==> config.mk <==
export PLATFORM = sky130hd
export DESIGN_NAME = box_average_line_downscaler
export DESIGN_NICKNAME = d
export VERILOG_FILES = /design/src/hdl/bald_pkg.sv /design/src/hdl/box_average_line_downscaler.sv /design/src/hdl/bald_front.sv /design/src/hdl/bald_queue.sv /design/src/hdl/bald_divider.sv
export SDC_FILE = /design/constraint.sdc
export NUM_CORES = 1
export LEC_CHECK = 0
export ABC_CLOCK_PERIOD_IN_PS = 20800
export BUFFER_PORTS_ARGS = -buffer_cell sky130_fd_sc_hd__buf_2
export CAP_MARGIN = 10
export CORE_UTILIZATION = 50
export DETAILED_ROUTE_END_ITERATION = 10
export HOLD_SLACK_MARGIN = 0.03
export PLACE_DENSITY = 0.65
export SLEW_MARGIN = 10
export SYNTH_ARGS = -nofsm -noshare
export SYNTH_HDL_FRONTEND = slang
export SYNTH_SLANG_ARGS = --single-unit
==> constraint.sdc <==
create_clock -name i_clk -period 20.8 [get_ports i_clk]
set_input_delay 0 -clock i_clk [delete_from_list [all_inputs] [get_ports i_clk]]
set_output_delay 0 -clock i_clk [all_outputs]
set_load 0.005 [all_outputs]
==> src/hdl/bald_pkg.sv <==
// Shared types, widths and helpers of the box average line downscaler.
package bald_pkg;

    localparam int unsigned LEN_W      = 13;
    localparam int unsigned SAMPLE_W   = 8;
    localparam int unsigned SUM_W      = LEN_W + SAMPLE_W;
    localparam int unsigned ERR_W      = LEN_W + 2;
    localparam int unsigned AVG_W      = 16;
    localparam int unsigned CFG_IDX_W  = 2;

    localparam int unsigned DEF_MAX_LINE      = 4096;
    localparam int unsigned DEF_FRACTION_BITS = 8;

    localparam logic [LEN_W-1:0] LEN_RESET = 13'd4096;
    localparam logic [LEN_W-1:0] LEN_MIN   = 13'd2;

    localparam logic [CFG_IDX_W-1:0] REG_SOURCE_LENGTH = 2'd0;
    localparam logic [CFG_IDX_W-1:0] REG_TARGET_LENGTH = 2'd1;

    // One closed run, handed from the front to the divider.
    typedef struct packed {
        logic             last;
        logic [LEN_W-1:0] count;
        logic [SUM_W-1:0] sum;
    } t_run;

    typedef enum logic [1:0] {
        DIV_IDLE,
        DIV_RUN,
        DIV_DONE
    } t_div_state;

    // Clamps a programmed length to [2, max_len].
    function automatic logic [LEN_W-1:0] clamp_len(input logic [LEN_W-1:0] v,
                                                   input int unsigned max_len);
        logic [LEN_W-1:0] r;
        r = v;
        if (v < LEN_MIN) begin
            r = LEN_MIN;
        end else if (32'(v) > max_len) begin
            r = LEN_W'(max_len);
        end
        return r;
    endfunction

endpackage

==> src/hdl/box_average_line_downscaler.sv <==
// A sample that closes a run enters the two-entry run queue; the one-bit-per-cycle divider
// loads the run from it, forms the quotient and registers the average in its result register.
// One sample is taken per cycle while the two-entry run queue has room; the divider takes a new
// run from the queue only after it has delivered the average of the last one.
// Reset is synchronous and active low; both lengths return to 4096 and the line restarts.
// Top level of the box average line downscaler.
module box_average_line_downscaler #(
    parameter int unsigned MAX_LINE      = bald_pkg::DEF_MAX_LINE,
    parameter int unsigned FRACTION_BITS = bald_pkg::DEF_FRACTION_BITS
) (
    input  logic                           i_clk,
    input  logic                           i_rst_n,
    input  logic                           i_cfg_we,
    input  logic [bald_pkg::CFG_IDX_W-1:0] i_cfg_index,
    input  logic [bald_pkg::LEN_W-1:0]     i_cfg_data,
    input  logic                           i_push,
    output logic                           o_full,
    input  logic [bald_pkg::SAMPLE_W-1:0]  i_sample,
    output logic                           o_empty,
    input  logic                           i_pop,
    output logic [bald_pkg::AVG_W-1:0]     o_average,
    output logic                           o_line_end
);
    import bald_pkg::*;

    logic accept;
    logic run_push, run_pop, q_full, q_empty;
    t_run run_in, run_out;

    assign o_full = q_full;
    assign accept = i_push && !q_full;

    bald_front #(
        .MAX_LINE(MAX_LINE)
    ) u_front (
        .i_clk      (i_clk),
        .i_rst_n    (i_rst_n),
        .i_cfg_we   (i_cfg_we),
        .i_cfg_index(i_cfg_index),
        .i_cfg_data (i_cfg_data),
        .i_accept   (accept),
        .i_sample   (i_sample),
        .o_run_push (run_push),
        .o_run      (run_in)
    );

    bald_queue u_queue (
        .i_clk  (i_clk),
        .i_rst_n(i_rst_n),
        .i_push (run_push),
        .i_data (run_in),
        .i_pop  (run_pop),
        .o_data (run_out),
        .o_full (q_full),
        .o_empty(q_empty)
    );

    bald_divider #(
        .FRACTION_BITS(FRACTION_BITS)
    ) u_divider (
        .i_clk      (i_clk),
        .i_rst_n    (i_rst_n),
        .i_run_valid(!q_empty),
        .i_run      (run_out),
        .o_run_pop  (run_pop),
        .i_pop      (i_pop),
        .o_empty    (o_empty),
        .o_average  (o_average),
        .o_line_end (o_line_end)
    );

`ifndef NO_ASSERTIONS
    a_no_push_when_full: assert property (@(posedge i_clk) disable iff (!i_rst_n)
        run_push |-> !q_full)
        else $error("run pushed into a full queue");

    a_run_count_nonzero: assert property (@(posedge i_clk) disable iff (!i_rst_n)
        run_push |-> (run_in.count != '0))
        else $error("closed run has zero pixels");

    a_pop_only_when_ready: assert property (@(posedge i_clk) disable iff (!i_rst_n)
        run_pop |-> !q_empty)
        else $error("divider took a run from an empty queue");
`endif

endmodule

==> src/hdl/bald_front.sv <==
// Front end: configuration, run grouping by error term, run sum and count.
module bald_front #(
    parameter int unsigned MAX_LINE = bald_pkg::DEF_MAX_LINE
) (
    input  logic                           i_clk,
    input  logic                           i_rst_n,
    input  logic                           i_cfg_we,
    input  logic [bald_pkg::CFG_IDX_W-1:0] i_cfg_index,
    input  logic [bald_pkg::LEN_W-1:0]     i_cfg_data,
    input  logic                           i_accept,
    input  logic [bald_pkg::SAMPLE_W-1:0]  i_sample,
    output logic                           o_run_push,
    output bald_pkg::t_run                 o_run
);
    import bald_pkg::*;

    logic [LEN_W-1:0]        r_src_len, r_dst_len;
    logic [LEN_W-1:0]        r_pos, n_pos;
    logic signed [ERR_W-1:0] r_err, n_err;
    logic [SUM_W-1:0]        r_sum, n_sum;
    logic [LEN_W-1:0]        r_cnt, n_cnt;

    logic [LEN_W-1:0]        src_eff, dst_clamp, dst_eff;
    logic [LEN_W-1:0]        new_src, new_dst, new_src_eff;
    logic signed [ERR_W-1:0] err_add, err_start;
    logic [SUM_W-1:0]        sum_add;
    logic [LEN_W-1:0]        cnt_add;
    logic                    close_run, last_pix;

    assign src_eff   = clamp_len(r_src_len, MAX_LINE);
    assign dst_clamp = clamp_len(r_dst_len, MAX_LINE);
    assign dst_eff   = (dst_clamp > src_eff) ? src_eff : dst_clamp;

    assign sum_add  = r_sum + SUM_W'(i_sample);
    assign cnt_add  = r_cnt + LEN_W'(1);
    assign err_add  = r_err + $signed({2'b00, dst_eff});
    // Doubling the term keeps the compare exact for odd source lengths.
    assign close_run = $signed({err_add, 1'b0}) >= $signed({3'b000, src_eff});
    assign last_pix  = ({1'b0, r_pos} + (LEN_W+1)'(1)) >= {1'b0, src_eff};

    // Lengths as they stand after a configuration write, for the restart.
    assign new_src     = (i_cfg_we && i_cfg_index == REG_SOURCE_LENGTH) ? i_cfg_data
                                                                         : r_src_len;
    assign new_dst     = (i_cfg_we && i_cfg_index == REG_TARGET_LENGTH) ? i_cfg_data
                                                                         : r_dst_len;
    assign new_src_eff = clamp_len(new_src, MAX_LINE);
    assign err_start   = -$signed({3'b000, new_src_eff[LEN_W-1:1]});

    assign o_run_push = i_accept && (close_run || last_pix);
    assign o_run.last  = last_pix;
    assign o_run.count = cnt_add;
    assign o_run.sum   = sum_add;

    always_comb begin
        n_pos = r_pos;
        n_err = r_err;
        n_sum = r_sum;
        n_cnt = r_cnt;
        if (i_cfg_we && (i_cfg_index == REG_SOURCE_LENGTH ||
                         i_cfg_index == REG_TARGET_LENGTH)) begin
            n_pos = '0;
            n_err = err_start;
            n_sum = '0;
            n_cnt = '0;
        end else if (i_accept) begin
            if (last_pix) begin
                n_pos = '0;
                n_err = err_start;
                n_sum = '0;
                n_cnt = '0;
            end else begin
                n_pos = r_pos + LEN_W'(1);
                n_err = close_run ? (err_add - $signed({2'b00, src_eff})) : err_add;
                n_sum = close_run ? '0 : sum_add;
                n_cnt = close_run ? '0 : cnt_add;
            end
        end
    end

    always_ff @(posedge i_clk) begin
        if (!i_rst_n) begin
            r_src_len <= LEN_RESET;
            r_dst_len <= LEN_RESET;
            r_pos     <= '0;
            r_err     <= -$signed({2'b00, clamp_len(LEN_RESET, MAX_LINE) >> 1});
            r_sum     <= '0;
            r_cnt     <= '0;
        end else begin
            r_src_len <= new_src;
            r_dst_len <= new_dst;
            r_pos     <= n_pos;
            r_err     <= n_err;
            r_sum     <= n_sum;
            r_cnt     <= n_cnt;
        end
    end

endmodule

==> src/hdl/bald_queue.sv <==
// Two-entry queue of closed runs between the front end and the divider.
module bald_queue (
    input  logic           i_clk,
    input  logic           i_rst_n,
    input  logic           i_push,
    input  bald_pkg::t_run i_data,
    input  logic           i_pop,
    output bald_pkg::t_run o_data,
    output logic           o_full,
    output logic           o_empty
);
    import bald_pkg::*;

    t_run       r_mem [2];
    logic       r_wr_ptr, r_rd_ptr;
    logic [1:0] r_level;

    logic do_push, do_pop;

    assign o_full  = (r_level == 2'd2);
    assign o_empty = (r_level == 2'd0);
    assign do_push = i_push && !o_full;
    assign do_pop  = i_pop && !o_empty;
    assign o_data  = r_mem[r_rd_ptr];

    always_ff @(posedge i_clk) begin
        if (do_push) begin
            r_mem[r_wr_ptr] <= i_data;
        end
    end

    always_ff @(posedge i_clk) begin
        if (!i_rst_n) begin
            r_wr_ptr <= 1'b0;
            r_rd_ptr <= 1'b0;
            r_level  <= 2'd0;
        end else begin
            if (do_push) begin
                r_wr_ptr <= ~r_wr_ptr;
            end
            if (do_pop) begin
                r_rd_ptr <= ~r_rd_ptr;
            end
            r_level <= r_level + 2'(do_push) - 2'(do_pop);
        end
    end

endmodule

==> src/hdl/bald_divider.sv <==
// Back end: shift-subtract divider forming the scaled run average, plus result register.
module bald_divider #(
    parameter int unsigned FRACTION_BITS = bald_pkg::DEF_FRACTION_BITS
) (
    input  logic                       i_clk,
    input  logic                       i_rst_n,
    input  logic                       i_run_valid,
    input  bald_pkg::t_run             i_run,
    output logic                       o_run_pop,
    input  logic                       i_pop,
    output logic                       o_empty,
    output logic [bald_pkg::AVG_W-1:0] o_average,
    output logic                       o_line_end
);
    import bald_pkg::*;

    localparam int unsigned QW     = SUM_W + FRACTION_BITS;
    localparam int unsigned STEP_W = $clog2(QW);

    t_div_state        r_state, n_state;
    logic [QW-1:0]     r_dvd;
    logic [LEN_W-1:0]  r_rem;
    logic [LEN_W-1:0]  r_div;
    logic              r_last;
    logic [STEP_W-1:0] r_step;
    logic              r_out_valid;
    logic [AVG_W-1:0]  r_avg;
    logic              r_line_end;

    logic [LEN_W:0]    rem_sh;
    logic              rem_ge;
    logic [LEN_W:0]    rem_sub;
    logic              load, advance, deliver;
    logic [AVG_W-1:0]  avg_sat;

    assign rem_sh  = {r_rem, r_dvd[QW-1]};
    assign rem_ge  = rem_sh >= {1'b0, r_div};
    assign rem_sub = rem_sh - {1'b0, r_div};
    // Quotients that do not fit in the result width saturate.
    assign avg_sat = (r_dvd[QW-1:AVG_W] != '0) ? '1 : r_dvd[AVG_W-1:0];

    always_comb begin
        n_state = r_state;
        load    = 1'b0;
        advance = 1'b0;
        deliver = 1'b0;
        unique case (r_state)
            DIV_IDLE: begin
                if (i_run_valid) begin
                    load    = 1'b1;
                    n_state = DIV_RUN;
                end
            end
            DIV_RUN: begin
                advance = 1'b1;
                if (r_step == STEP_W'(QW - 1)) begin
                    n_state = DIV_DONE;
                end
            end
            DIV_DONE: begin
                if (!r_out_valid || i_pop) begin
                    deliver = 1'b1;
                    n_state = DIV_IDLE;
                end
            end
            default: n_state = DIV_IDLE;
        endcase
    end

    assign o_run_pop = load;

    always_ff @(posedge i_clk) begin
        if (!i_rst_n) begin
            r_state <= DIV_IDLE;
        end else begin
            r_state <= n_state;
        end
    end

    always_ff @(posedge i_clk) begin
        if (load) begin
            r_dvd  <= {i_run.sum, FRACTION_BITS'(0)};
            r_rem  <= '0;
            r_div  <= i_run.count;
            r_last <= i_run.last;
            r_step <= '0;
        end else if (advance) begin
            // The freed low bit of the dividend collects the quotient.
            r_dvd  <= {r_dvd[QW-2:0], rem_ge};
            r_rem  <= rem_ge ? rem_sub[LEN_W-1:0] : rem_sh[LEN_W-1:0];
            r_step <= r_step + STEP_W'(1);
        end
    end

    always_ff @(posedge i_clk) begin
        if (!i_rst_n) begin
            r_out_valid <= 1'b0;
        end else if (deliver) begin
            r_out_valid <= 1'b1;
        end else if (i_pop) begin
            r_out_valid <= 1'b0;
        end
    end

    always_ff @(posedge i_clk) begin
        if (deliver) begin
            r_avg      <= avg_sat;
            r_line_end <= r_last;
        end
    end

    assign o_empty    = !r_out_valid;
    assign o_average  = r_avg;
    assign o_line_end = r_line_end;

endmodule
==> run_results.csv <==
group,metric,value,unit
synthesis,synth_edf_count,122,
setup_path,reg2reg_slack,13.09,ns
setup_path,rr_startpoint,"u_front.r_src_len[8]$_SDFF_PN0_",
sta,setup-tns-final,0,ns
synthesis,synth.distinct_cells,70,
setup_path,critPathArrivalTime,7.85,ns
synthesis,synth.avg_cell_area,9.81,µm²
power,power_density,116,nW/µm²
finish,drive_above_1_share,0.112,
synthesis,netlist_instances,1383,
clock_network,clk_latency,0.54,ns
clock_network,clock_path_buffers,3,
route,vias_per_cell,5.81,
floorplanning,ios,47,
grt,globalRouteOverflowTotal,0,
route,drt_iter0_drc,783,
setup_path,path_common_cell,"ha_1",
sta,clock.fmax,130,MHz
setup_path,reg2reg_to,"u_queue.r_mem[0][28]$_DFFE_PP_",
setup_path,critical_path_class,"reg -> reg",
finish,fill_cells,2255,
worst_hold_path,holdPathStages,3,
setup_path,crit_slowest_cell,"nor2b_4",
run_status,outcome,"completed",
setup_path,max_stage_delay,0.92,ns
setup_path,critPathTopFamily,"simple AND/OR/NAND/NOR gates",
placement,preCtsSetupSlack,13.24,ns
finish,area_growth,12.5,%
route,antenna_left,0,
route,drt-wirelength-per-cell,17.8,µm
setup_path,required,20.95,ns
floorplanning,coreArea,26400,µm²
sta,clock_skew,0.0158,ns
floorplanning,die_area,27800,µm²
synthesis,yosysSeqAreaShare,0.450,
power,p_leak,0.00584,µW
synthesis,synth-main-ff-cell,"edfxtp_1",
clock_network,cts_tree,"yes",
grt,grt_pass1_wl,52300,µm
sta,period_share,0.371,
sta,relSlewSlack,0.306,
placement,place.port_buffers,46,
clock_network,htreeDepth,1,
route,via_count,10400,
sta,layout_setup_ws,13.09,ns
setup_path,crit_path_start_kind,"register",
finish,n_antenna_cell,0,
power,ir_worst_vdd,0.0692,mV
finish,finalCoreUtilization,0.580,
placement,gp_congestion,0.895,
floorplanning,dieHeight,167,µm
placement,dp_cells,1724,
worst_hold_path,min_from,"i_sample[7]",
setup_path,crit_buf_inv,2,
route,wirelength,32000,µm
sta,rsz0062_at_grt,"false",
sta,worstMarginPinSlew,1.04,ns
clock_network,cts.clk_slew.worst_paths,0.07,ns
worst_hold_path,hp-class,"in -> reg",
grt,grt_usage,0.232,
route,route.detailed.drc,0,
route,first_pass_iters,5,
setup_path,worstPathMaxFanout,35,
finish,nNetsFinal,1562,
setup_path,cp-end-kind,"register",
setup_path,worstRegToRegCells,28,
sta,period_needed,7.71,ns
grt,grt_max_degree,52,
sta,drv_slew,0,
power,power,1780,µW
floorplanning,initial_core_util,0.515,
synthesis,async_flop_share,0,
grt,antenna_found_initial,0,
floorplanning,rows,59,
clock_network,cts_sinks,244,
placement,dp_hpwl,22500,µm
finish,fin_cells,1793,
worst_hold_path,holdPathEnd,"u_queue.r_mem[0][7]$_DFFE_PP_",
grt,grt_pass1_vias,10100,
synthesis,netlist_area,13600,µm²
clock_network,cts_buffers,26,
sta,finalSetupViolCount,0,
floorplanning,die_width,167,µm
synthesis,synth-seq-cells,244,
flow_run,maxCapViolCount,0,
sta,finalHoldViolCount,0,
synthesis,ys_warn_count,0,
clock_network,cts_root_buffer,"clkbuf_16",
synthesis,syn_nets,1507,
-- sequential cells by signal (all words and copies together), names as in the netlist, named ones only --
register,cells
u_divider.o_average,16
u_divider.o_line_end,1
u_divider.r_div,13
u_divider.r_dvd,29
u_divider.r_last,1
u_divider.r_out_valid,1
u_divider.r_rem,13
u_divider.r_state,2
u_divider.r_step,5
u_front.r_cnt,13
u_front.r_dst_len,13
u_front.r_err,15
u_front.r_pos,13
u_front.r_src_len,13
u_front.r_sum,21
u_queue.r_level,2
u_queue.r_mem,70
u_queue.r_rd_ptr,1
u_queue.r_wr_ptr,1
-- cell usage after synthesis (18+ instances only) --
| cell | n | area share |
|---|---|---|
| a21oi_1 | 80 | 0.029 |
| clkbuf_1 | 40 | 0.011 |
| dfxtp_1 | 122 | 0.18 |
| edfxtp_1 | 122 | 0.27 |
| ha_1 | 92 | 0.085 |
| inv_1 | 56 | 0.015 |
| mux2_2 | 18 | 0.015 |
| mux2i_1 | 49 | 0.036 |
| nand2_1 | 145 | 0.040 |
| nand2b_1 | 18 | 0.0083 |
| nand3_1 | 46 | 0.017 |
| nand4_1 | 18 | 0.0083 |
| nor2_1 | 103 | 0.028 |
| nor2b_1 | 21 | 0.0097 |
| nor3_1 | 25 | 0.0092 |
| o21ai_0 | 75 | 0.028 |
| or2_2 | 20 | 0.0092 |
| xnor2_1 | 47 | 0.030 |
| xor2_1 | 38 | 0.025 |
-- stage by stage --
step | instance area, µm² | hold WS (ns)
finish | 15300 | 0.0567
CTS | 15300 | 0.0311
floorplan | 13600 | 0.124
detailed placement | 14100 | 0.284
global placement | 14100 | 0.265
global route | 15300 | 0.0784
-- power by group --
part           internal [µW]  leakage (µW)  switching (µW)
Sequential               622       0.00211            56.7
Combinational            230       0.00328             362
Clock                    307      0.000445             202
Total                   1160       0.00584             620
-- worst reg2reg max path, delay by kind of cell (launching register included) --
kind	cells	cell delay, ns
mux	1	0.22
flops	1	0.34
simple gates	10	2.49
xor+xnor	1	0.18
fa+ha+maj	4	1.27
compound gates	10	2.46
buf+inv	2	0.32
-- worst max-delay path by stage --
| stage | startpoint | to | slack [ns] | cells after the start |
|---|---|---|---|---|
| 6_report | u_front.r_src_len[8]$_SDFF_PN0_ | u_queue.r_mem[0][28]$_DFFE_PP_ | 13.09 | 28 |
| 4_1_cts | u_front.r_src_len[8]$_SDFF_PN0_ | u_queue.r_mem[0][25]$_DFFE_PP_ | 13.19 | 28 |
| 3_3_place_gp | u_front.r_src_len[8]$_SDFF_PN0_ | u_queue.r_mem[0][30]$_DFFE_PP_ | 13.40 | 28 |
| 3_5_place_dp | u_front.r_src_len[8]$_SDFF_PN0_ | u_queue.r_mem[0][29]$_DFFE_PP_ | 13.24 | 28 |
| 5_1_grt | u_front.r_dst_len[1]$_SDFFE_PN0P_ | u_queue.r_mem[0][28]$_DFFE_PP_ | 12.44 | 28 |
| 2_1_floorplan | u_front.r_dst_len[4]$_SDFFE_PN0P_ | u_queue.r_mem[0][0]$_DFFE_PP_ | 13.01 | 26 |
-- metal layers --
layer  share of wire  vias up  global-route usage
met4           0.037        0              0.0821
met2            0.45      266               0.373
met3           0.051       73              0.0347
li1                -     5158                   -
met5               0        -                   0
met1            0.47     4916               0.318
-- what timing repair did --
action                    in CTS  in global routing
gates resized for setup        0                  0
hold endpoints to repair      39                  0
setup buffers                  0                  0
hold buffers                  21                  0
-- final cells by class --
class	count	area (µm²)	area share
clock inverter	20	289	0.0189
tap	335	419	0.0274
timing repair buffer	83	561	0.0367
sequential	244	6110	0.400
multi-input combinational	1027	7030	0.460
inverter	56	210	0.0138
clock buffer	28	658	0.0431
-- cells by family (layout without fill, tap and decap cells) --
family / after synthesis / after routing / synth area share
muxes: 68 / 68 / 0.0519
buffers and inverters: 112 / 187 / 0.0346
xor gates and xnor gates: 85 / 85 / 0.0548
AOI/OAI and AO/OA: 323 / 323 / 0.159
and+or+nand+nor: 455 / 455 / 0.159
adders and majority gates: 96 / 96 / 0.0907
DFF: 244 / 244 / 0.450
-- cell usage in the layout (no fill, tap or decap), types with 15 or more instances in the layout --
cell type        n
nand2_1        145
edfxtp_1       122
dfxtp_1        121
nor2_1         101
ha_1            92
a21oi_1         80
o21ai_0         74
inv_1           56
mux2i_1         49
xnor2_1         47
nand3_1         46
buf_2           46
xor2_1          38
clkbuf_16       26
nor3_1          25
dlygate4sd3_1   21
or2_2           20
nor2b_1         19
nand2b_1        18
nand4_1         18
mux2_2          18
a32oi_1         16
buf_4           16
o21a_1          15
and3_1          15
No activity file was read; power rests on OpenSTA's default activity.
